$ cat src/hw/rtl/dcr_pkg.sv
// Package for the distance constraint relaxation block: item structs, pipeline
// context structs, field widths and register codes.
// No dependencies; used by every file under hw/rtl.
package dcr_pkg;

    // Field widths of the items.
    localparam int POS_W      = 32;
    localparam int MASS_W     = 16;
    localparam int RL_W       = 31;
    localparam int K_W        = 16;
    localparam int LANES      = 4;

    // Internal widths.
    localparam int MAG_W      = 32;   // |second - first| per axis
    localparam int SQ_W       = 66;   // dx^2 + dy^2, padded to an even width
    localparam int ROOT_W     = 33;   // floor of the distance
    localparam int SQ_STEPS   = SQ_W / 2;
    localparam int SREM_W     = 36;   // square-root partial remainder
    localparam int ERR_W      = 35;   // rest_length - distance, signed
    localparam int EMAG_W     = 34;
    localparam int BASE_W     = ROOT_W + K_W;
    localparam int CP_W       = MAG_W + EMAG_W;
    localparam int SH_W       = MASS_W + 1;
    localparam int SCALE_BITS = 7;    // factor 128 of the correction
    localparam int SHM_W      = MASS_W + SCALE_BITS;
    localparam int NUM_W      = CP_W + SHM_W;
    localparam int DEN_W      = BASE_W + SH_W;
    localparam int Q_W        = 41;   // quotient bits kept before the limit
    localparam int SUM_W      = 43;

    // Configuration port.
    localparam int CFG_IDX_W  = 2;
    localparam int CFG_DATA_W = 32;
    localparam logic [CFG_IDX_W-1:0] CFG_REST_LENGTH = 2'd0;
    localparam logic [CFG_IDX_W-1:0] CFG_STIFFNESS   = 2'd1;
    localparam logic [K_W-1:0]       K_RESET         = 16'd77;

    // Largest correction magnitude, 2^40.
    localparam logic [Q_W-1:0] CORR_LIMIT = {1'b1, {(Q_W-1){1'b0}}};

    // Lane order of the four corrected coordinates.
    localparam int LANE_FX = 0;
    localparam int LANE_FY = 1;
    localparam int LANE_SX = 2;
    localparam int LANE_SY = 3;

    typedef struct packed {
        logic signed [POS_W-1:0] first_x;
        logic signed [POS_W-1:0] first_y;
        logic signed [POS_W-1:0] second_x;
        logic signed [POS_W-1:0] second_y;
        logic [MASS_W-1:0]       first_mass;
        logic [MASS_W-1:0]       second_mass;
        logic                    first_pinned;
        logic                    second_pinned;
    } t_in_item;

    typedef struct packed {
        logic signed [POS_W-1:0] new_first_x;
        logic signed [POS_W-1:0] new_first_y;
        logic signed [POS_W-1:0] new_second_x;
        logic signed [POS_W-1:0] new_second_y;
        logic                    degenerate;
    } t_out_item;

    typedef logic [LANES-1:0][POS_W-1:0] t_pos4;

    // Context carried along the square-root chain.
    typedef struct packed {
        t_pos4             pos;
        logic [MASS_W-1:0] m1;
        logic [MASS_W-1:0] m2;
        logic              p1;
        logic              p2;
        logic              neg_x;
        logic              neg_y;
        logic [MAG_W-1:0]  mag_x;
        logic [MAG_W-1:0]  mag_y;
    } t_sq_ctx;

    // Context carried along the divider chain.
    typedef struct packed {
        t_pos4            pos;
        logic [LANES-1:0] en;
        logic [LANES-1:0] neg;
        logic [LANES-1:0] ovf;
        logic             degen;
    } t_dv_ctx;

    typedef logic [LANES-1:0][DEN_W-1:0] t_rem4;
    typedef logic [LANES-1:0][Q_W-1:0]   t_q4;

endpackage

$ cat src/hw/rtl/dcr_div_cell.sv
// One cell of the divider chain: settles one quotient bit in each of the four
// lanes, which share one divisor. Depends on dcr_pkg.
module dcr_div_cell
    import dcr_pkg::*;
(
    input  logic             i_clk,
    input  logic             i_rst_n,
    input  logic             i_vld,
    input  logic [DEN_W-1:0] i_den,
    input  t_rem4            i_rem,
    input  t_q4              i_nlo,
    input  t_q4              i_q,
    input  t_dv_ctx          i_ctx,
    output logic             o_vld,
    output logic [DEN_W-1:0] o_den,
    output t_rem4            o_rem,
    output t_q4              o_nlo,
    output t_q4              o_q,
    output t_dv_ctx          o_ctx
);

    logic             r_vld;
    logic [DEN_W-1:0] r_den;
    t_rem4            r_rem;
    t_q4              r_nlo;
    t_q4              r_q;
    t_dv_ctx          r_ctx;

    logic [LANES-1:0][DEN_W:0] rem2;
    logic [LANES-1:0]          ge;
    t_rem4                     n_rem;
    t_q4                       n_nlo;
    t_q4                       n_q;

    // Restoring division step in every lane.
    always_comb begin
        for (int l = 0; l < LANES; l++) begin
            rem2[l]  = {i_rem[l], i_nlo[l][Q_W-1]};
            ge[l]    = (rem2[l] >= {1'b0, i_den});
            n_rem[l] = ge[l] ? DEN_W'(rem2[l] - {1'b0, i_den}) : DEN_W'(rem2[l]);
            n_nlo[l] = {i_nlo[l][Q_W-2:0], 1'b0};
            n_q[l]   = {i_q[l][Q_W-2:0], ge[l]};
        end
    end

    always_ff @(posedge i_clk) begin
        if (!i_rst_n) begin
            r_vld <= 1'b0;
        end else begin
            r_vld <= i_vld;
        end
    end

    always_ff @(posedge i_clk) begin
        r_den <= i_den;
        r_rem <= n_rem;
        r_nlo <= n_nlo;
        r_q   <= n_q;
        r_ctx <= i_ctx;
    end

    assign o_vld = r_vld;
    assign o_den = r_den;
    assign o_rem = r_rem;
    assign o_nlo = r_nlo;
    assign o_q   = r_q;
    assign o_ctx = r_ctx;

endmodule

$ cat config.mk
export PLATFORM = sky130hd
export DESIGN_NAME = dcr_div_cell
export DESIGN_NICKNAME = d
export VERILOG_FILES = /design/src/hw/rtl/dcr_pkg.sv /design/src/hw/rtl/dcr_div_cell.sv
export SDC_FILE = /design/constraint.sdc
export NUM_CORES = 1
export LEC_CHECK = 0
export BUFFER_PORTS_ARGS = -buffer_cell sky130_fd_sc_hd__buf_2
export CAP_MARGIN = 25
export CORE_AREA = 2 2 617 619
export CTS_CLUSTER_SIZE = 14
export DETAILED_ROUTE_END_ITERATION = 6
export DIE_AREA = 0 0 619 621
export PLACE_DENSITY = 0.3
export SYNTH_ARGS = -nofsm -noshare
export SYNTH_HDL_FRONTEND = slang
export SYNTH_SLANG_ARGS = --single-unit
$ cat constraint.sdc
create_clock -name i_clk -period 4.25 [get_ports i_clk]
set_input_delay 0.2125 -clock i_clk [delete_from_list [all_inputs] [get_ports i_clk]]
set_output_delay 0.2125 -clock i_clk [all_outputs]
set_load 0.02 [all_outputs]
* Word level (Yosys, flattened, before mapping)
Index checks and enable logic that the tools add are counted.
Cells by class: add/sub/neg operators 4, multiplexer cells 4, magnitude comparators 4
Operator list (count):
- $ge 67x66->1 | 4
- $mux 66 | 4
- $sub 66x66->66 | 4
Word-level totals: register bits 796, output and inout port bits 800, input port bits 802

* Longest topological paths before layout
Gate-level depths: netlist (run 1).
word-level depth 2, gate-level depth with buffers 17

* Worst setup path before layout (run 1)
OpenSTA, ideal clock, no wires.
path type input-to-reg, from input i_den[1], to register r_rem, in the netlist o_rem[121], path buffers 2, arrival 3.384 ns, setup time 0.121 ns, stages 14, slack 0.746 ns, cell sequence inv_1 ha_1 nor2b_1 o31a_1 o31ai_4 o21bai_1 a221oi_2 o21ai_1 a21oi_1 o221ai_1 a21oi_2 buf_2 buf_2 mux2_2
RTL lines:
- start: declaration | RTL line dcr_div_cell.sv:9 | input logic [DEN_W-1:0] i_den,
- end signal: assignment | RTL line dcr_div_cell.sv:56 | r_rem <= n_rem;
- end: declaration | RTL line dcr_div_cell.sv:24 | t_rem4 r_rem;

==> results of run 1 <==
-- per-stage QoR --
stage / hold WS (ns) / setup slack, ns
after global routing: 0.0243 / -0.00132
after global placement: 0.315 / -0.616
after detailed placement: 0.316 / -0.509
after CTS: 0.000150 / 0.0231
after floorplan: 0.240 / 0.746
final: 0.0652 / 0.0725
-- worst min path at each step --
stage | startpoint | endpoint | slack (ns) | cells past startpoint
2_1_floorplan | i_ctx[0] | o_ctx[0]$_DFF_P_ | 0.24 | 0
3_3_place_gp | i_q[103] | o_q[104]$_DFF_P_ | 0.32 | 1
3_5_place_dp | i_q[16] | o_q[17]$_DFF_P_ | 0.32 | 1
4_1_cts | i_den[44] | o_den[44]$_DFF_P_ | 0.0002 | 2
5_1_grt | i_q[97] | o_q[98]$_DFF_P_ | 0.02 | 2
6_report | i_rem[131] | o_rem[129]$_DFF_P_ | 0.07 | 7
-- cells in the final DEF (no fill, tap or decap), types with 15 or more instances in the layout --
master	count
nand3_1	63
clkbuf_16	117
dfxtp_1	796
xor2_1	98
buf_2	1593
and2_1	22
a21o_1	181
bufinv_16	15
o21a_1	31
a21oi_1	398
nor2_1	255
buf_4	298
inv_1	137
ha_1	261
nand4_1	95
nand2b_1	25
clkbuf_8	19
nor4_1	16
buf_12	34
o31ai_1	24
a211oi_1	19
xnor2_1	140
diode_2	65
a31oi_1	30
dlygate4sd3_1	1239
or3_1	16
nor3_1	45
o21bai_1	59
o21ai_0	291
and3_1	30
nor2b_1	31
nand2_1	358
clkbuf_1	18
-- cells by family (layout without fill, tap and decap cells) --
group,count (synthesis),in the layout,share of synthesized area (%)
AOI/OAI and AO/OA,1171,1171,20.8
other,1,69,0.0108
xor gates and xnor gates,238,238,6.02
adders and majority gates,268,268,9.76
DFF,796,796,46.0
buffers and inverters,299,3524,3.47
muxes,15,15,0.477
and+or+nand+nor,1003,1003,13.5
-- final cells by class --
| type | instances | area, um^2 |
|---|---|---|
| clock buffer | 153 | 3230 |
| tap | 5016 | 6280 |
| timing repair buffer | 3167 | 23300 |
| fill | 42571 | 310000 |
| sequential | 796 | 15900 |
| inverter | 143 | 548 |
| clock inverter | 61 | 831 |
| antenna | 65 | 163 |
| multi-input combinational | 2699 | 17600 |
-- sequential cells by signal (all words and copies together), names as in the netlist --
signal  cells
o_ctx     141
o_den      66
o_nlo     160
o_q       164
o_rem     264
o_vld       1
-- power by group through the flow --
stage / logic [mW] / clock network (mW) / registers (mW)
2_1_floorplan: 2.47 / 0 / 9.71
3_3_place_gp: 7.49 / 0 / 9.16
3_5_place_dp: 7.45 / 0 / 9.12
4_1_cts: 8.52 / 11.0 / 8.99
5_1_grt: 8.94 / 11.2 / 9.01
6_report: 8.40 / 10.6 / 8.98
-- layer usage --
metal	share of wire [%]	up-vias	GRT usage, %
met5	0.067	-	0
met2	52	1627	33.2
met1	36	20513	18.5
met4	7.4	36	11.0
li1	-	19813	-
met3	4.3	474	2.61
-- what timing repair did --
item	in CTS	in global routing
hold buffers	1239	1
endpoints found under the setup margin	0	24
resized for setup	0	20
setup buffers	0	4
endpoints found under the hold margin	793	1
-- critical path: cells and delay by family --
kind                     cells  cell delay (ns)
AND/OR/NAND/NOR              5             1.64
adder cells (fa/ha/maj)      1             0.41
buffers and inverters        7             1.47
AO/OA/AOI/OAI                3             1.04
==> reports/results.tsv, run 1 <==
stage	metric	value	unit
timing	relSlewSlack	36.2	%
power	p_leak	30.2	nW
die	ioPinCount	1602	
final_layout	drive_above_1_share	31.0	%
drt	num_vias	42463	
worst_setup_path	cpMaxStageDelayCell	o21ai_0	
power	p_total	28.0	mW
logic_synthesis	yosys.area.top_type	dfxtp_1	
worst_setup_path	required	4.91	ns
timing	hold_viol	0	
grt	grt_pass1_vias	43249	
logic_synthesis	synthDistinctLibCells	82	
placed_design	gp_congestion	0.898	
die	die-area	384000	um^2
timing	post-route-min-period	4.18	ns
grt	grt_usage	17.8	%
worst_setup_path	cp-start-kind	primary input	
worst_setup_path	critical_path_class	primary input to flop	
final_layout	num-nets-final	7993	
power	switching_power	10.2	mW
worst_setup_path	cp.arrival	4.83	ns
logic_synthesis	syn-instance-count	3791	
drt	remaining_drc_errors	0	
power	p_sw_share	36.3	%
drt	first_iter_violations	2540	
grt	grt_max_degree	61	
logic_synthesis	ys_ff_latch	796	
drt	routedWlPerCell	29.4	um
power	internal_power	17.8	mW
power	ir_worst_vdd	0.343	mV
min_path	hold_class	primary input to flop	
final_layout	syn_to_final_growth	96.1	%
drt	first_pass_iters	7	
timing	min_period_over_period	98.3	%
final_layout	final_util	18.0	%
placed_design	dpl_cell_area	51100	um^2
final_layout	finish.instance_area	67900	um^2
die	num_rows	226	
die	core	378000	um^2
logic_synthesis	yosysSeqAreaShare	46.0	%
timing	slew_viol_final	0	
logic_synthesis	synthFlopType	dfxtp_1	
worst_setup_path	setup.worst_path.end	o_rem[79]$_DFF_P_	
logic_synthesis	synth-edff-count	0	
worst_setup_path	critPathCaptureType	flop	
grt	grt_pass1_wl	449000	um
placed_design	dpl.cell_count	10575	
worst_setup_path	path_max_fanout	23	
logic_synthesis	netlist_top_cells_area	dfxtp_1 (46%), ha_1 (9.5%), a21oi_1 (5.7%), o21ai_0 (4.3%), a21o_1 (3.9%)	
timing	fmax	0.239	GHz
drt	routed_via_density	3.51	
power	comb_power_share	30.0	%
worst_setup_path	crit_path_start	i_den[64]	
logic_synthesis	yosys_warnings	0	
clock_network	cts_sinks	796	
clock_network	ctsLongestPathBuffers	4	
placed_design	dp_hpwl	310000	um
die	die_h	621	um
final_layout	final_cells	12100	
grt	gr-total-overflow	0	
power	clockPowerShare	37.9	%
die	initial_core_util	9.17	%
status	status	complete, no violations	
logic_synthesis	syn_avg_cell_area	9.14	um^2
worst_setup_path	cpPeakStageDelay	0.71	ns
timing	tns	0	ns
logic_synthesis	synth_area	34600	um^2
logic_synthesis	ys_top_cells_by_count	dfxtp_1 (796), a21oi_1 (398), nand2_1 (358)	
logic_synthesis	async_reset_ff_share	0	%
power	power_frac_seq	32.1	%
drt	final_antenna_net_count	0	
clock_network	clk_pin_slew	0.06	ns
timing	finalSetupViolCount	0	
flow_run	drv_cap	0	
die	die_x	619	um
power	power.density	412	nW/um^2
grt	antenna_found_initial	119	
logic_synthesis	yosysTopAreaCellShare	46.0	%
clock_network	cts_made_buffers	116	
worst_setup_path	path_cells	dlygate4sd3_1, buf_2, inv_1, ha_1, nand2_1, nor2_1, buf_12, nand4_1, nor4_1, nand4_1, o21ai_0, buf_4, a21oi_4, buf_12, buf_4, o21ai_0	
drt	routed_wl	355000	um
timing	worst_slew_pin_slew	0.949	ns
clock_network	htreeDepth	3	
clock_network	cts_root_buf	clkbuf_16	
clock_network	cts_tree	done	
placed_design	io_buffers	1593	
logic_synthesis	synth_most_common_cell	dfxtp_1	
(Power assumes the default switching activity.)
==> run 2, diff against run 1 <==
clock period = 3.9 ns   (was 4.25 ns; I/O delays follow)
==> run 2 against run 1 <==
  * The flow now finishes with violations (design-rule violations)
  * Global-route usage up 0.29 points
  * First-iteration DRC count down 2.8%
  * Sequential cell count unchanged
  * Total power up 9.5%
  * Clock power up 7%
  * Sequential share of layout area down 0.72 points
  * Hold slack better by 0.026 ns
  * Largest power group unchanged
  * Highest routed layer unchanged
==> reports/results.tsv, run 2 (synthesis results as in run 1) <==
stage	metric	value	unit	change
worst_setup_path	cpMaxStageDelayCell	dlygate4sd3_1		was o21ai_0
grt	antenna_found_initial	122		was 119
clock_network	cts_tree	done		unchanged
worst_setup_path	path_max_fanout	39		was 23
die	ioPinCount	1602		unchanged
drt	first_iter_violations	2470		was 2540
clock_network	cts_made_buffers	112		was 116
grt	grt_pass1_vias	44871		was 43249
placed_design	place_worst_setup_slack	-0.685	ns	was -0.509 ns
power	p_leak	31.3	nW	was 30.2 nW
final_layout	final_util	18.5	%	was 18.0%
worst_setup_path	critPathCaptureType	flop		unchanged
die	die_x	619	um	unchanged
power	p_total	30.7	mW	was 28.0 mW
power	power.density	437	nW/um^2	was 412 nW/um^2
worst_setup_path	critical_path_class	primary input to flop		unchanged
worst_setup_path	path_cells	dlygate4sd3_1, buf_2, inv_1, ha_1, nand2_1, nor2_1, buf_12, nand4_1, nor4_1, nand4_1, o21ai_0, buf_4, a21oi_4, buf_12, nand2_1, dlygate4sd3_1, o21ai_0		was dlygate4sd3_1, buf_2, inv_1, ha_1, nand2_1, nor2_1, buf_12, nand4_1, nor4_1, nand4_1, o21ai_0, buf_4, a21oi_4, buf_12, buf_4, o21ai_0
final_layout	most-common-layout-cells	buf_2 (1593), dlygate4sd3_1 (1281), dfxtp_1 (796)		was buf_2 (1593), dlygate4sd3_1 (1239), dfxtp_1 (796)
final_layout	nFillCells	42462		was 42571
clock_network	htreeDepth	3		unchanged
drt	routed_wl	360000	um	was 355000 um
drt	remaining_drc_errors	4		was 0
die	die-area	384000	um^2	unchanged
die	die_h	621	um	unchanged
clock_network	ctsLongestPathBuffers	4		unchanged
placed_design	dp_hpwl	314000	um	was 310000 um
power	ir_worst_vdd	0.391	mV	was 0.343 mV
drt	first_pass_iters	7		unchanged
placed_design	io_buffers	1593		unchanged
worst_setup_path	crit_family	buffers and inverters		was simple AND/OR/NAND/NOR gates
timing	hold_viol	0		unchanged
die	core	378000	um^2	unchanged
drt	routedWlPerCell	29.1	um	was 29.4 um
grt	gr-total-overflow	0		unchanged
die	initial_core_util	9.17	%	unchanged
drt	num_vias	43453		was 42463
timing	min_period_over_period	98.7	%	
clock_network	cts_sinks	796		unchanged
final_layout	drive_above_1_share	33.0	%	was 31.0%
worst_setup_path	path_buf_inv	7		unchanged
worst_setup_path	cp.arrival	4.62	ns	was 4.83 ns
timing	slew_viol_final	0		unchanged
timing	finalSetupViolCount	0		unchanged
timing	tns	0	ns	unchanged
final_layout	num-nets-final	8237		was 7993
timing	worst_slew_pin_slew	0.874	ns	was 0.949 ns
drt	final_antenna_net_count	0		unchanged
clock_network	clk_pin_slew	0.07	ns	was 0.06 ns
grt	grt_pass1_wl	457000	um	was 449000 um
min_path	hold_class	primary input to flop		unchanged
die	num_rows	226		unchanged
timing	post-route-min-period	3.85	ns	
timing	relSlewSlack	41.1	%	was 36.2%
final_layout	multi_input_area	17700	um^2	was 17600 um^2
placed_design	dpl_cell_area	52900	um^2	was 51100 um^2
status	status	finished, violations left		was complete, no violations
final_layout	finish.instance_area	70100	um^2	was 67900 um^2
worst_setup_path	required	4.67	ns	was 4.91 ns
status	violations	design-rule violations		
placed_design	dpl.cell_count	10785		was 10575
drt	routed_via_density	3.51		about the same
final_layout	regArea	15900	um^2	unchanged
final_layout	syn_to_final_growth	102	%	was 96.1%
final_layout	final_cells	12377		was 12100
grt	grt_max_degree	42		was 61
timing	whs	0.0916	ns	was 0.0652 ns
timing	worst_slack	0.0490	ns	was 0.0725 ns
worst_setup_path	cp-start-kind	primary input		unchanged
final_layout	largest_reg_flops	264		unchanged
flow_run	drv_cap	0		unchanged
grt	grt_usage	18.0	%	was 17.8%
placed_design	gp_congestion	0.906		was 0.898
timing	fmax	0.260	GHz	
worst_setup_path	cpPeakStageDelay	0.54	ns	was 0.71 ns
clock_network	cts_root_buf	clkbuf_16		unchanged
final_layout	final_common_cell	buf_2		unchanged
## run 2: cell types whose count changed in the layout (fill, tap and decap cells not counted), moves of 8 or more
cell	before	now
buf_4	298	497
diode_2	65	108
dlygate4sd3_1	1239	1281
buf_12	34	44
clkbuf_1	18	10
## run 2: final cells by class
class	instances	share of cell area, %
Antenna cell	108	0.386
Clock buffer	137	4.35
Clock inverter	63	1.25
Inverter	143	0.777
Multi-Input combinational cell	2699	25.3
Sequential cell	796	22.7
Tap cell	5016	8.96
Timing Repair Buffer	3415	36.3
## run 2: worst paths after layout
check	start	end	slack, ns	cells after the start
max	i_den[65]	o_rem[66]$_DFF_P_	0.05	17
min	i_rem[204]	o_rem[205]$_DFF_P_	0.09	5
## run 2: tightest hold or removal path: stages
cell and delay (ns):
buf_2 0.09, ha_1 0.17, xor2_1 0.08, o21ai_0 0.15, buf_4 0.17
## run 2: per-layer routing
metal,vias up,GRT usage [%],part of all wire (%)
met1,20914,18.6,36
met4,48,11.9,7.7
met5,-,0,0.088
met2,1622,33.5,52
met3,495,2.85,4.6
li1,20374,-,-
## run 2: report_power, final
group          internal [mW]  total [mW]  switching, mW  leakage, nW
Sequential              9.04        9.70          0.663         6.72
Clock                   6.64        11.3           4.68         1.90
Combinational           3.83        9.63           5.80         22.7
Total                   19.5        30.7           11.1         31.3
## run 2: what timing repair did
action | 4_1_cts | 5_1_grt
endpoints found under the setup margin | 0 | 63
endpoints found under the hold margin | 793 | 2
gates resized for setup | 0 | 42
buffers inserted | 0 | 3
hold buffers | 1279 | 2
