--- src/hw/rtl/dcr_pkg.sv ---
// Package for the distance constraint relaxation block: item structs, pipeline
// context structs, field widths and register codes.
// No dependencies; used by every file under hw/rtl.
package dcr_pkg;

    // Field widths of the items.
    localparam int POS_W      = 32;
    localparam int MASS_W     = 16;
    localparam int RL_W       = 31;
    localparam int K_W        = 16;
    localparam int LANES      = 4;

    // Internal widths.
    localparam int MAG_W      = 32;   // |second - first| per axis
    localparam int SQ_W       = 66;   // dx^2 + dy^2, padded to an even width
    localparam int ROOT_W     = 33;   // floor of the distance
    localparam int SQ_STEPS   = SQ_W / 2;
    localparam int SREM_W     = 36;   // square-root partial remainder
    localparam int ERR_W      = 35;   // rest_length - distance, signed
    localparam int EMAG_W     = 34;
    localparam int BASE_W     = ROOT_W + K_W;
    localparam int CP_W       = MAG_W + EMAG_W;
    localparam int SH_W       = MASS_W + 1;
    localparam int SCALE_BITS = 7;    // factor 128 of the correction
    localparam int SHM_W      = MASS_W + SCALE_BITS;
    localparam int NUM_W      = CP_W + SHM_W;
    localparam int DEN_W      = BASE_W + SH_W;
    localparam int Q_W        = 41;   // quotient bits kept before the limit
    localparam int SUM_W      = 43;

    // Configuration port.
    localparam int CFG_IDX_W  = 2;
    localparam int CFG_DATA_W = 32;
    localparam logic [CFG_IDX_W-1:0] CFG_REST_LENGTH = 2'd0;
    localparam logic [CFG_IDX_W-1:0] CFG_STIFFNESS   = 2'd1;
    localparam logic [K_W-1:0]       K_RESET         = 16'd77;

    // Largest correction magnitude, 2^40.
    localparam logic [Q_W-1:0] CORR_LIMIT = {1'b1, {(Q_W-1){1'b0}}};

    // Lane order of the four corrected coordinates.
    localparam int LANE_FX = 0;
    localparam int LANE_FY = 1;
    localparam int LANE_SX = 2;
    localparam int LANE_SY = 3;

    typedef struct packed {
        logic signed [POS_W-1:0] first_x;
        logic signed [POS_W-1:0] first_y;
        logic signed [POS_W-1:0] second_x;
        logic signed [POS_W-1:0] second_y;
        logic [MASS_W-1:0]       first_mass;
        logic [MASS_W-1:0]       second_mass;
        logic                    first_pinned;
        logic                    second_pinned;
    } t_in_item;

    typedef struct packed {
        logic signed [POS_W-1:0] new_first_x;
        logic signed [POS_W-1:0] new_first_y;
        logic signed [POS_W-1:0] new_second_x;
        logic signed [POS_W-1:0] new_second_y;
        logic                    degenerate;
    } t_out_item;

    typedef logic [LANES-1:0][POS_W-1:0] t_pos4;

    // Context carried along the square-root chain.
    typedef struct packed {
        t_pos4             pos;
        logic [MASS_W-1:0] m1;
        logic [MASS_W-1:0] m2;
        logic              p1;
        logic              p2;
        logic              neg_x;
        logic              neg_y;
        logic [MAG_W-1:0]  mag_x;
        logic [MAG_W-1:0]  mag_y;
    } t_sq_ctx;

    // Context carried along the divider chain.
    typedef struct packed {
        t_pos4            pos;
        logic [LANES-1:0] en;
        logic [LANES-1:0] neg;
        logic [LANES-1:0] ovf;
        logic             degen;
    } t_dv_ctx;

    typedef logic [LANES-1:0][DEN_W-1:0] t_rem4;
    typedef logic [LANES-1:0][Q_W-1:0]   t_q4;

endpackage

--- src/hw/rtl/dcr_sqrt_cell.sv ---
// One cell of the square-root chain: settles one root bit per item.
// Depends on dcr_pkg.
module dcr_sqrt_cell
    import dcr_pkg::*;
(
    input  logic              i_clk,
    input  logic              i_rst_n,
    input  logic              i_vld,
    input  logic [SREM_W-1:0] i_rem,
    input  logic [ROOT_W-1:0] i_root,
    input  logic [SQ_W-1:0]   i_rad,
    input  t_sq_ctx           i_ctx,
    output logic              o_vld,
    output logic [SREM_W-1:0] o_rem,
    output logic [ROOT_W-1:0] o_root,
    output logic [SQ_W-1:0]   o_rad,
    output t_sq_ctx           o_ctx
);

    logic              r_vld;
    logic [SREM_W-1:0] r_rem;
    logic [ROOT_W-1:0] r_root;
    logic [SQ_W-1:0]   r_rad;
    t_sq_ctx           r_ctx;

    logic [SREM_W+1:0] rem2;
    logic [SREM_W+1:0] trial;
    logic              ge;
    logic [SREM_W-1:0] n_rem;

    // Bring down the next two radicand bits and try the root bit as one.
    always_comb begin
        rem2  = {i_rem, i_rad[SQ_W-1 -: 2]};
        trial = {{(SREM_W-ROOT_W){1'b0}}, i_root, 2'b01};
        ge    = (rem2 >= trial);
        n_rem = ge ? SREM_W'(rem2 - trial) : SREM_W'(rem2);
    end

    always_ff @(posedge i_clk) begin
        if (!i_rst_n) begin
            r_vld <= 1'b0;
        end else begin
            r_vld <= i_vld;
        end
    end

    always_ff @(posedge i_clk) begin
        r_rem  <= n_rem;
        r_root <= {i_root[ROOT_W-2:0], ge};
        r_rad  <= {i_rad[SQ_W-3:0], 2'b00};
        r_ctx  <= i_ctx;
    end

    assign o_vld  = r_vld;
    assign o_rem  = r_rem;
    assign o_root = r_root;
    assign o_rad  = r_rad;
    assign o_ctx  = r_ctx;

endmodule

--- config.mk ---
export PLATFORM = sky130hd
export DESIGN_NAME = dcr_sqrt_cell
export DESIGN_NICKNAME = d
export VERILOG_FILES = /design/src/hw/rtl/dcr_pkg.sv /design/src/hw/rtl/dcr_sqrt_cell.sv
export SDC_FILE = /design/constraint.sdc
export NUM_CORES = 1
export LEC_CHECK = 0
export ABC_CLOCK_PERIOD_IN_PS = 4100
export BUFFER_PORTS_ARGS = -buffer_cell sky130_fd_sc_hd__buf_2
export CORE_AREA = 8 8 275 277
export DETAILED_ROUTE_END_ITERATION = 10
export DIE_AREA = 0 0 283 285
export GPL_TIMING_DRIVEN = 1
export PLACE_DENSITY_LB_ADDON = 0.2
export RECOVER_POWER = 50
export SKIP_CTS_REPAIR_TIMING = 1
export SLEW_MARGIN = 20
export SYNTH_ARGS = -nofsm -noshare
export SYNTH_HDL_FRONTEND = slang
export SYNTH_SLANG_ARGS = --single-unit
--- constraint.sdc ---
create_clock -name i_clk -period 4.1 [get_ports i_clk]
set_input_delay 0.205 -clock i_clk [delete_from_list [all_inputs] [get_ports i_clk]]
set_output_delay 0.205 -clock i_clk [all_outputs]
set_load 0.02 [all_outputs]
# After elaboration in Yosys (flattened, before gate mapping)
# Cells that the tools add are included.
[word_totals]
out_inout_bits = 364
ff_bits = 362
[classes]
n_mux = 1
order_cmp = 1
addsub = 1
[op_table]
columns = ["operator", "n"]
rows = [
  ["greater-or-equal comparator 38 x 35 -> 1 bit", 1],
  ["2-to-1 mux 36 bit", 1],
  ["subtractor 36 x 35 -> 36 bit", 1],
]

# Logic depth before layout (Yosys ltp)
# Gate-level depths: netlist of the first run.
[depth]
depth_word = 2
ltp_mapped = 14
depth_no_buf = 12

# Worst setup path before layout of the first run
# No wires, ideal clock.
[synth_timing]
path_kind = "input to register"
start = "in i_root[6]"
end = "reg r_rem[10] (netlist: o_rem[10])"
path_stages = 13
t_arrival_ps = 2617
setup_slack_ps = 1362
setup_ps = 121
n_path_buf = 1
required_time_ps = 3979
cell_sequence = "inv_1 ha_1 nand2_2 or4_4 a31oi_4 nor2_2 o21ai_4 a31oi_2 o211ai_2 a21oi_4 clkinv_4 buf_12 mux2_4"
[synth_via]
elab_chain_len = 2
word_cells_on_any_way = 3
classes_between = "add/sub (1); order compare (1); mux (1)"
[synth_rtl]
columns = ["element", "line", "rtl"]
rows = [
  ["start, declared", "dcr_sqrt_cell.sv:10", "input logic [ROOT_W-1:0] i_root,"],
  ["subtractor 36 x 35 -> 36 bit or greater-or-equal comparator 38 x 35 -> 1 bit (tied branches)", "dcr_sqrt_cell.sv:36, dcr_sqrt_cell.sv:35", ""],
  ["2-to-1 mux 36 bit (*)", "dcr_sqrt_cell.sv:36", "n_rem = ge ? SREM_W'(rem2 - trial) : SREM_W'(rem2);"],
  ["named net n_rem[10]", "dcr_sqrt_cell.sv:29", "logic [SREM_W-1:0] n_rem;"],
  ["end signal, assigned", "dcr_sqrt_cell.sv:48", "r_rem <= n_rem;"],
  ["end, declared", "dcr_sqrt_cell.sv:21", "logic [SREM_W-1:0] r_rem;"],
]
# The timed path passes the listed nets; every way through them passes the cells marked *.
# A chain may end at the register's enable or synchronous reset.

# Worst setup path in the final report of the first run
[layout_timing]
start = "in i_root[10]"
end = "reg r_rem[6] (netlist: o_rem[6])"
[layout_via]
elab_chain_len = 2
[layout_rtl]
columns = ["element", "line", "rtl"]
rows = [
  ["greater-or-equal comparator 38 x 35 -> 1 bit", "dcr_sqrt_cell.sv:35", "ge = (rem2 >= trial);"],
  ["2-to-1 mux 36 bit", "dcr_sqrt_cell.sv:36", ""],
  ["named net n_rem[6]", "dcr_sqrt_cell.sv:29", ""],
]
# The timed path passes the listed nets, and every way through them passes these cells.

==> results of run 1 <==
==> metal layers <==
layer	up-vias	wire length (um)
li1	4661	-
met1	4552	22700
met2	439	30050
met3	71	5360
met4	10	1475
met5	-	59
==> final cells by class <==
class / count / area [sq um] / area share (%)
clock buffer: 61 / 1256 / 6.383
inverter: 47 / 181.4 / 0.9219
timing repair buffer: 1093 / 7199 / 36.58
multi-input combinational: 296 / 2322 / 11.80
tap: 950 / 1189 / 6.040
sequential: 362 / 7247 / 36.82
clock inverter: 21 / 257.7 / 1.310
antenna: 11 / 27.53 / 0.1399
==> layout by cell type, fill, tap and decap left out, types with 4 or more instances in the layout <==
cell and n:
o21a_1 5, xnor2_1 22, and2_1 4, ha_1 35, inv_1 46, nor2_1 20
o21ai_0 19, clkbuf_16 45, diode_2 11, a21oi_1 39, clkinv_4 6, a21o_1 6
nor2b_1 4, mux2_4 28, clkbuf_8 7, nand4_1 6, buf_2 651, clkbuf_1 83
dfxtp_1 362, bufinv_16 4, clkinv_2 5, and3_1 5, nand2_1 28, xor2_1 7
dlygate4sd3_1 362, nor3_1 7, nand3_1 10, nor4_1 4, mux2_1 4, buf_4 4
==> critical path: cells and delay by family <==
kind | cells | cell delay [ns]
adder cells (fa/ha/maj) | 1 | 0.42
buffers and inverters | 4 | 1.08
AND/OR/NAND/NOR | 3 | 0.77
AO/OA/AOI/OAI | 5 | 0.99
multiplexers | 1 | 0.39
==> where the power goes <==
part           switching [mW]  internal [mW]  total (mW)
clock network            1.65           2.42        4.07
registers              0.0677           3.77        3.84
logic                   0.890          0.730        1.62
total                    2.61           6.92        9.53
==> logic make-up after synthesis <==
kind of cell,after synthesis,share of synthesized area (%)
multiplexers,34,4.942
XOR/XNOR,29,2.579
AND/OR/NAND/NOR,99,4.955
AO/OA/AOI/OAI,97,6.581
flip-flops,362,73.59
other,1,0.03808
adder cells (fa/ha/maj),35,4.447
buffers and inverters,58,2.871
==> worst paths after layout <==
path | startpoint | to | slack (ns) | cells after the start
max | i_root[10] | o_rem[6] | 0.68 | 14
min | i_rem[35] | o_rem[0] | 0.1 | 4
==> registers in the layout, indices dropped and copies added (netlist names) <==
name,cells
o_rad,64
o_vld,1
o_rem,36
o_root,33
o_ctx,228
==> metrics by stage <==
step / total power, mW / setup slack, ns / utilization [%]
after floorplan: 4.611 / 1.362 / -
after global placement: 5.263 / 0.7007 / 20.58
after detailed placement: 5.256 / 0.6814 / 20.58
after CTS: 9.456 / 1.294 / 22.71
after global routing: 10.00 / 0.4612 / 27.71
final: 9.530 / 0.6822 / 27.72
==> results.txt, run 1 <==
----------------------------------------------------
[Clock network]
  Total number of H-tree levels ... 2
  Clock Sink Count ... 362
  CTS tree ... built
  Library cell used as clock root buffer ... clkbuf_16
  Inserted Clock Buffers ... 45
  Maximum buffer depth of the clock tree ... 3
  Clock-pin slew of the registers on the worst-case setup and hold paths ... 0.06 ns

[Placement]
  Routability-driven placement congestion ratio ... 0.8677
  Cell Count Post-Placement ... 2,386
  Port buffer count ... 727
  Post-DP HPWL ... 48,960 um
  Placed Instance Area ... 14,610 sq um

[Power and ir drop]
  Max VDD drop ... 0.3071 mV
  Leak pwr ... 9.265 nW
  Power density over the cells ... 484.2 nW/um^2

[Floorplanning]
  I/O pin cnt ... 730
  Number of cell rows ... 98
  Core Region ... 71,000 sq um
  Width of the chip ... 283 um
  Initial cell density of the core ... 13.87%
  Overall die area ... 80,660 sq um
  Die H ... 285 um

[Status]
  Result of the run ... complete, no violations

[GRT]
  GR Util met3 ... 6.665%
  Total congestion overflow after global routing ... 0
  Number of antenna violations at the first check in global routing ... 21
  Number of global-route vias before repair ... 9,072
  Global-route met1 utilization ... 13.91%
  Busiest layer in global routing ... met2
  Routing usage on met2 ... 23.82%
  Global-route total usage across every layer ... 13.36%
  Largest net degree at the start of global routing ... 36
  First-pass GRT wire length ... 76,700 um

[Logic synthesis]
  Warning count from the yosys run ... 0
  Post-synth ARST share ... 0%
  Post-synthesis instance area ... 9848 sq um
  Share of Yosys cell area claimed by the top area cell type ... 73.59%
  Count of flip-flops with a built-in enable after synthesis ... 0
  Synth area leader ... dfxtp_1
  Most frequent cells after synthesis ... dfxtp_1 (362), inv_1 (46), a21oi_1 (39)
  Leading cell types by total area after synthesis ... dfxtp_1 (74%), ha_1 (4.4%), mux2_4 (4.3%)
  Post-synth cell types ... 56
  Sequential element share of the synthesized area ... 73.59%
  Most frequently used cell type in the post-synthesis netlist ... dfxtp_1
  Register bit total from synthesis ... 362
  Synthesized instance count ... 715
  Syn Area/Cell ... 13.77 sq um
  Ys flop type ... dfxtp_1

[Routing]
  Vias per inst ... 3.426
  Antenna violation net count after detailed routing ... 0
  Vias ... 9,733
  Number of DRC violations after detailed-routing iteration 0 ... 264
  Post-detailed-route DRC marker count ... 0
  Routed wire length ... 59,640 um
  Router iterations before antenna repair ... 4
  Wire length per cell ... 20.99 um

[Final layout]
  Layout cell share with drive strength beyond 1 ... 41.06%
  FILL cells ... 7,464
  Final cell count without fillers ... 2,841
  Final instance area ... 19,680 sq um
  Layout-stage area growth over the synthesis result ... 99.83%
  Net count reported at finish ... 2,246

[STA]
  Final hold violation count ... 0
  Share of the cycle needed by the critical path after routing ... 83.36%
  Setup repair after global routing missed its margin ... false
  Timing-limited maximum frequency ... 0.2926 GHz
  Number of endpoints failing setup at the final stage ... 0
  Worst slew pin tran ... 0.5079 ns
  Post-route worst hold slack ... 0.09502 ns
  Final critical-path required period ... 3.418 ns
  Worst slew margin ... 65.84%
  Final setup TNS ... 0 ns
  Max-slew violation count ... 0

[Job]
  Maximum capacitance violations ... 0

[Setup path]
  Critical path startpoint category ... input port
  Arrival time of data at the critical path endpoint ... 3.87 ns
  Category of the most critical setup path ... input port to flip-flop
  Worst-path cell chain ... dlygate4sd3_1 > clkbuf_1 > inv_1 > ha_1 > nand4_1 > or4_4 > a31oi_4 > nor2_2 > o21ai_4 > a31oi_2 > o211ai_2 > a21oi_4 > clkinv_4 > mux2_2
  Delay of the slowest critical-path stage ... 0.53 ns
  Nature of the critical path endpoint ... flip-flop
  CP required ... 4.55 ns
  Highest fanout seen on the critical path ... 35
  Worst path slowest cell ... dlygate4sd3_1

[Worst hold path]
  Kind of path behind the tightest hold check ... input port to flip-flop

----------------------------------------------------
(Power assumes the default switching activity.)
==> run 2, diff against run 1 <==
Settings changed: ABC_AREA set to 1, ABC_CLOCK_PERIOD_IN_PS 4100 to 3060, CORE_AREA 8 8 275 277 to 8 8 281 283, DIE_AREA 0 0 283 285 to 0 0 289 291.
Clock period 4.1 ns to 3.06 ns, I/O delays scaled along.
==> run 2 against run 1 <==
Count of clock-buffer cells in the layout is 2 lower. Combinational power is 38% higher. Sequential power is 34% higher. Clock power is 46% higher. Critical path depth is 2 higher. Utilization is 0.098 points lower. First-iteration DRC count is 73% higher.
==> results.txt, run 2 <==
----------------------------------------------------
[Status]
  Result of the run ... complete, no violations

[STA]
  Timing-limited maximum frequency ... 0.3982 GHz
  Final hold violation count ... 0 (unchanged)
  Final critical-path required period ... 2.511 ns
  Final setup TNS ... 0 ns (unchanged)
  Setup repair after global routing missed its margin ... false
  Max-slew violation count ... 0 (unchanged)
  Crit path setup slack, layout ... 0.5490 ns (-0.1332 ns)
  Share of the cycle needed by the critical path after routing ... 82.06%
  Number of endpoints failing setup at the final stage ... 0 (unchanged)

[Final layout]
  Commonest cells after routing, fill and taps aside ... buf_2 (654), dlygate4sd3_1 (362), dfxtp_1 (362), nand2_1 (310), inv_1 (136)
  Net count reported at finish ... 2,590 (+15%)
  Layout cell share with drive strength beyond 1 ... 34.58% (-6.5 points)
  Final instance area ... 20,660 sq um (+5.0%)
  Leading cell type in the layout, fill and taps excluded ... buf_2
  Number of flip-flops under the largest register name ... 228 (unchanged)
  Fraction of the core area covered by cells at the end of the flow ... 27.62% (-0.098 points)
  Layout-stage area growth over the synthesis result ... 94.74%

[Logic synthesis]
  Syn Area/Cell ... 10.04 sq um (-27%)
  Post-synth cell types ... 28 (-50%)
  Synthesized instance count ... 1,057 (+48%)
  Post-synthesis instance area ... 10,610 sq um (+7.7%)
  Warning count from the yosys run ... 0 (unchanged)
  Count of flip-flops with a built-in enable after synthesis ... 0 (unchanged)
  Share of Yosys cell area claimed by the top area cell type ... 68.29% (-5.3 points)
  Register bit total from synthesis ... 362 (unchanged)
  Sequential element share of the synthesized area ... 68.29% (-5.3 points)
  Synth area leader ... dfxtp_1
  Leading cell types by total area after synthesis ... dfxtp_1 (68%), nand2_1 (11%), inv_1 (4.8%)
  Most frequently used cell type in the post-synthesis netlist ... dfxtp_1
  Ys flop type ... dfxtp_1
  Most frequent cells after synthesis ... dfxtp_1 (362), nand2_1 (310), inv_1 (136)
  Post-synth ARST share ... 0% (unchanged)

[GRT]
  GR Util met3 ... 9.809% (+3.1 points)
  Routing usage on met2 ... 25.48% (+1.7 points)
  Total congestion overflow after global routing ... 0 (unchanged)
  Largest net degree at the start of global routing ... 20 (-44%)
  Busiest layer in global routing ... met2
  Number of global-route vias before repair ... 10,480 (+16%)
  Global-route met1 utilization ... 15.86% (+1.9 points)
  First-pass GRT wire length ... 89,120 um (+16%)
  Number of antenna violations at the first check in global routing ... 30 (+43%)
  Global-route total usage across every layer ... 15.40% (+2.0 points)

[Placement]
  Port buffer count ... 727 (unchanged)
  Worst slack after detailed placement ... 0.6997 ns (+0.01831 ns)
  Post-DP HPWL ... 60,150 um (+23%)
  Routability-driven placement congestion ratio ... 0.9153 (+5.5%)
  Placed Instance Area ... 15,410 sq um (+5.5%)

[Clock network]
  Clock Sink Count ... 362 (unchanged)
  Clock-pin slew of the registers on the worst-case setup and hold paths ... 0.05 ns (about the same)
  CTS tree ... built
  Inserted Clock Buffers ... 46 (+2.2%)
  Library cell used as clock root buffer ... clkbuf_16
  Maximum buffer depth of the clock tree ... 3 (unchanged)
  Total number of H-tree levels ... 2 (unchanged)

[Power and ir drop]
  Max VDD drop ... 0.3383 mV (+10%)
  Share of power burned in the clock network ... 44.6% (+1.9 points)
  Sw Share ... 27.51% (+0.15 points)
  Power density over the cells ... 645.5 nW/um^2 (+33%)
  Internal Power ... 9.669 mW (+40%)
  Share of total power in sequential cells ... 38.6% (-1.7 points)
  Overall power consumption ... 13.34 mW (+40%)
  Reported net switching power ... 3.670 mW (+41%)
  Leak pwr ... 10.23 nW (+10%)
  Combinational group share of total power ... 16.8% (-0.2 points)

[Setup path]
  Critical path startpoint category ... input port
  Arrival time of data at the critical path endpoint ... 3.01 ns (-0.86 ns)
  Most prevalent standard cell on the critical path ... nand2_1
  Delay of the slowest critical-path stage ... 0.63 ns (+0.10 ns)
  Launch point of the worst path ... i_root[15]
  Worst path slowest cell ... dlygate4sd3_1
  Worst-path cell chain ... dlygate4sd3_1 > clkbuf_1 > inv_1 > ha_1 > nand2_2 > inv_1 > nand2_1 > nand2_1 > a21oi_1 > nand2_1 > nand2_1 > nand4_2 > inv_2 > buf_4 > nand2_1 > nand2_1
  Highest fanout seen on the critical path ... 19 (-46%)
  Nature of the critical path endpoint ... flip-flop
  Capture point of the critical path ... o_rem[30]
  Category of the most critical setup path ... input port to flip-flop
  CP required ... 3.56 ns (-0.99 ns)

[Job]
  Maximum capacitance violations ... 0 (unchanged)

[Routing]
  Routed wire length ... 71,350 um (+20%)
  Number of DRC violations after detailed-routing iteration 0 ... 458 (+73%)
  Vias ... 11,250 (+16%)
  Wire length per cell ... 22.15 um (+5.5%)
  Post-detailed-route DRC marker count ... 0 (unchanged)
  Router iterations before antenna repair ... 5 (+1)
  Antenna violation net count after detailed routing ... 0 (unchanged)
  Vias per inst ... 3.492 (+1.9%)

[Floorplanning]
  Initial cell density of the core ... 14.18% (+0.31 points)
  Number of cell rows ... 101 (+3.1%)
  Overall die area ... 84,100 sq um (+4.3%)
  Die H ... 291 um (+2.1%)
  Core Region ... 74,810 sq um (+5.4%)
  Width of the chip ... 289 um (+2.1%)
  I/O pin cnt ... 730 (unchanged)

[Worst hold path]
  Kind of path behind the tightest hold check ... input port to flip-flop

----------------------------------------------------
-- run 2: layout make-up --
| type | count | area (sq um) |
|---|---|---|
| sequential | 362 | 7247 |
| multi-input combinational | 549 | 2758 |
| timing repair buffer | 1093 | 7204 |
| fill | 8043 | 54150 |
| tap | 978 | 1224 |
| antenna | 20 | 50.05 |
| clock inverter | 24 | 386.6 |
| clock buffer | 59 | 1281 |
| inverter | 137 | 514.2 |
-- run 2: critical path: cells and delay by family --
family | cells | cell delay, ns
buf+inv | 6 | 1.42
fa+ha+maj | 1 | 0.35
simple gates | 8 | 0.81
compound gates | 1 | 0.26
-- run 2: worst min path at each step --
stage,cells past startpoint,slack (ns),from,end
finish,6,0.16,i_root[32],o_rem[34]
global route,6,0.18,i_root[32],o_rem[34]
CTS,1,-0.38,i_rad[33],o_rad[35]
detailed placement,1,0.26,i_ctx[192],o_ctx[192]
global placement,1,0.26,i_ctx[39],o_ctx[39]
floorplan,0,0.18,i_ctx[0],o_ctx[0]
-- run 2: cell families (layout without fill, tap and decap cells) --
family                     after synthesis  after routing  share of synthesized area, %
xor gates and xnor gates                19             19                         1.568
adders and majority gates               35             35                         4.127
other                                    1             22                       0.03534
DFF                                    362            362                         68.29
buffers and inverters                  147           1313                         5.754
and+or+nand+nor                        455            455                         18.26
AOI/OAI and AO/OA                       38             38                         1.957
-- run 2: power by group through the flow --
stage / Combinational [mW] / Sequential (mW) / Clock (mW)
2_1_floorplan: 0.501 / 5.65 / 0
5_1_grt: 2.41 / 5.18 / 6.35
6_report: 2.24 / 5.15 / 5.95
3_3_place_gp: 1.87 / 5.26 / 0
3_5_place_dp: 1.86 / 5.25 / 0
4_1_cts: 1.87 / 5.16 / 6.18
-- run 2: layer usage --
metal	vias up	wire [um]
met4	10	2419
met2	464	33050
met3	98	7365
met1	5168	28450
li1	5511	-
met5	-	64
-- run 2: through the flow --
step | instances | hold WS (ns)
after floorplan | 1058 | 0.1807
after global placement | 2757 | 0.2559
after detailed placement | 2757 | 0.2566
after CTS | 2840 | -0.3807
after global routing | 3214 | 0.1781
final | 3222 | 0.1620
==> run 3, diff against run 2 <==
Settings changed: ABC_AREA 1 to 0, ABC_CLOCK_PERIOD_IN_PS 3060 to 2600, CORE_AREA 8 8 281 283 to 8 8 277 279, DIE_AREA 0 0 289 291 to 0 0 285 287.
Clock period 3.06 ns to 2.6 ns, I/O delays scaled along.
==> run 3 against run 2 <==
Hold slack got worse by 0.035 ns. Clock power grew 17%. Sequential share of layout area increased by 0.26 points. Design area down 0.74%. First-iteration DRC count is 26% lower. Wire length fell by 13%. Count of clock-buffer cells in the layout decreased by 4. Utilization rose by 0.73 points. Largest power group unchanged.
==> results.txt, run 3 (same netlist as run 1, synthesis figures left out) <==
----------------------------------------------------
[Status]
  Result of the run ... complete, no violations

[Clock network]
  Library cell used as clock root buffer ... clkbuf_16
  Inserted Clock Buffers ... 46 (unchanged)
  Clock-pin slew of the registers on the worst-case setup and hold paths ... 0.06 ns (about the same)
  CTS tree ... built
  Clock Sink Count ... 362 (unchanged)
  Maximum buffer depth of the clock tree ... 3 (unchanged)
  Total number of H-tree levels ... 2 (unchanged)

[Placement]
  Placed Instance Area ... 15,280 sq um (-0.85%)
  Port buffer count ... 727 (unchanged)
  Post-DP HPWL ... 50,500 um (-16%)
  Cell Count Post-Placement ... 2,478 (-10%)
  Routability-driven placement congestion ratio ... 0.8393 (-8.3%)

[GRT]
  Number of global-route vias before repair ... 9,334 (-11%)
  Largest net degree at the start of global routing ... 20 (unchanged)
  Number of antenna violations at the first check in global routing ... 19 (-37%)
  Total congestion overflow after global routing ... 0 (unchanged)
  First-pass GRT wire length ... 77,600 um (-13%)
  Global-route total usage across every layer ... 13.42% (-2.0 points)

[Routing]
  Met1 Routed Length ... 23,740 um (-17%)
  Vias ... 10,100 (-10%)
  Antenna violation net count after detailed routing ... 0 (unchanged)
  Routed wire length on met2 ... 30,210 um (-8.6%)
  Wire length per cell ... 21.08 um (-4.8%)
  Top layer reached by signal wires ... met5
  Routed wire length ... 61,920 um (-13%)
  Post-detailed-route DRC marker count ... 0 (unchanged)
  Vias per inst ... 3.437 (-1.6%)
  Router iterations before antenna repair ... 4 (-1)
  Number of DRC violations after detailed-routing iteration 0 ... 340 (-26%)
  Met3 wirelength from detailed routing ... 6109 um (-17%)

[Setup path]
  Worst-path cell chain ... dlygate4sd3_1 > clkbuf_1 > inv_1 > ha_1 > inv_1 > nor2_1 > a221o_1 > a31oi_2 > o211ai_2 > a21oi_4 > clkinv_4 > buf_12 > mux2_4
  Arrival time of data at the critical path endpoint ... 2.80 ns (-0.21 ns)
  Cell family contributing the most delay on the critical path ... buffers and inverters
  CP required ... 3.05 ns (-0.51 ns)
  Category of the most critical setup path ... input port to flip-flop
  Nature of the critical path endpoint ... flip-flop
  Delay of the slowest critical-path stage ... 0.53 ns (-0.10 ns)
  Highest fanout seen on the critical path ... 19 (unchanged)
  Worst path slowest cell ... dlygate4sd3_1
  Number of buffers and inverters on the critical path ... 6 (unchanged)
  Critical path startpoint category ... input port
  Most prevalent standard cell on the critical path ... inv_1

[Floorplanning]
  Number of cell rows ... 99 (-2.0%)
  I/O pin cnt ... 730 (unchanged)
  Die H ... 287 um (-1.4%)
  Core Region ... 72,340 sq um (-3.3%)
  Width of the chip ... 285 um (-1.4%)
  Overall die area ... 81,800 sq um (-2.7%)
  Initial cell density of the core ... 13.61% (-0.57 points)

[Final layout]
  Final instance area ... 20,510 sq um (-0.74%)
  Net count reported at finish ... 2,331 (-10%)
  Layout cell share with drive strength beyond 1 ... 44.36% (+9.8 points)
  Final cell count without fillers ... 2,938 (-8.8%)
  Fraction of the core area covered by cells at the end of the flow ... 28.36% (+0.73 points)
  Commonest cells after routing, fill and taps aside ... buf_2 (658), dlygate4sd3_1 (363), dfxtp_1 (362), buf_4 (85), clkbuf_1 (70)
  Number of flip-flops under the largest register name ... 228 (unchanged)
  Leading cell type in the layout, fill and taps excluded ... buf_2
  Layout-stage area growth over the synthesis result ... 108.3%

[Worst hold path]
  Cells on Worst Hold Path ... 5 (-1)
  Startpoint of the lowest-slack hold path ... i_rem[35]
  Kind of path behind the tightest hold check ... input port to flip-flop
  Destination of the worst hold path ... o_rem[0]

[STA]
  Timing-limited maximum frequency ... 0.4248 GHz
  Final hold violation count ... 0 (unchanged)
  Final setup TNS ... 0 ns (unchanged)
  Setup repair after global routing missed its margin ... false
  Share of the cycle needed by the critical path after routing ... 90.53%
  Number of endpoints failing setup at the final stage ... 0 (unchanged)
  Max-slew violation count ... 0 (unchanged)
  Final critical-path required period ... 2.354 ns

[Power and ir drop]
  Leak pwr ... 9.754 nW (-4.6%)
  Power density over the cells ... 766.7 nW/um^2 (+19%)
  Max VDD drop ... 0.6918 mV (+100%)

[Job]
  Maximum capacitance violations ... 0 (unchanged)

----------------------------------------------------
run 3: cell count changes in the layout (fill, tap and decap cells not counted), sizes merged, moves of 33 or more:
cell and change:
nand2 -289, mux2 +33, nand3 -33, buf +87
inv -91, nor2 -46
run 3: metrics by stage:
step,worst slack [ns],hold WS (ns),power (mW)
2_1_floorplan,0.004740,0.1577,7.275
3_3_place_gp,-0.1985,0.2322,8.484
3_5_place_dp,-0.2342,0.2336,8.474
4_1_cts,0.3947,-0.4015,15.64
5_1_grt,0.1072,0.1242,16.48
6_report,0.2462,0.1272,15.73
run 3: worst max path at each step:
stage	slack [ns]	start	end	cells past startpoint
finish	0.25	i_root[27]	o_rem[26]	13
global placement	-0.20	i_rem[21]	o_rem[5]	13
floorplan	0.005	i_root[9]	o_rem[10]	14
detailed placement	-0.23	i_rem[21]	o_rem[5]	13
global route	0.11	i_root[31]	o_rem[6]	13
CTS	0.39	i_rem[21]	o_rem[2]	13
run 3: area by class of cell:
cell class / count / area [sq um]
fillers: 7601 / 51830
repair buffers: 1177 / 7865
clock buffers: 55 / 1266
clock inverters: 31 / 390.4
well taps: 959 / 1200
diodes: 11 / 27.53
multi-input cells: 296 / 2335
flip-flops and latches: 362 / 7247
inverters: 47 / 181.4
run 3: routing by layer:
layer / vias to the layer above / GRT usage (%)
li1: 4839 / -
met1: 4716 / 13.74
met2: 442 / 22.83
met3: 88 / 7.848
met4: 12 / 4.475
met5: - / 0
run 3: power breakdown:
part | internal [mW] | leakage (nW) | switching [mW]
clock | 4.22 | 0.792 | 2.73
combinational | 1.28 | 5.91 | 1.45
sequential | 5.94 | 3.05 | 0.112
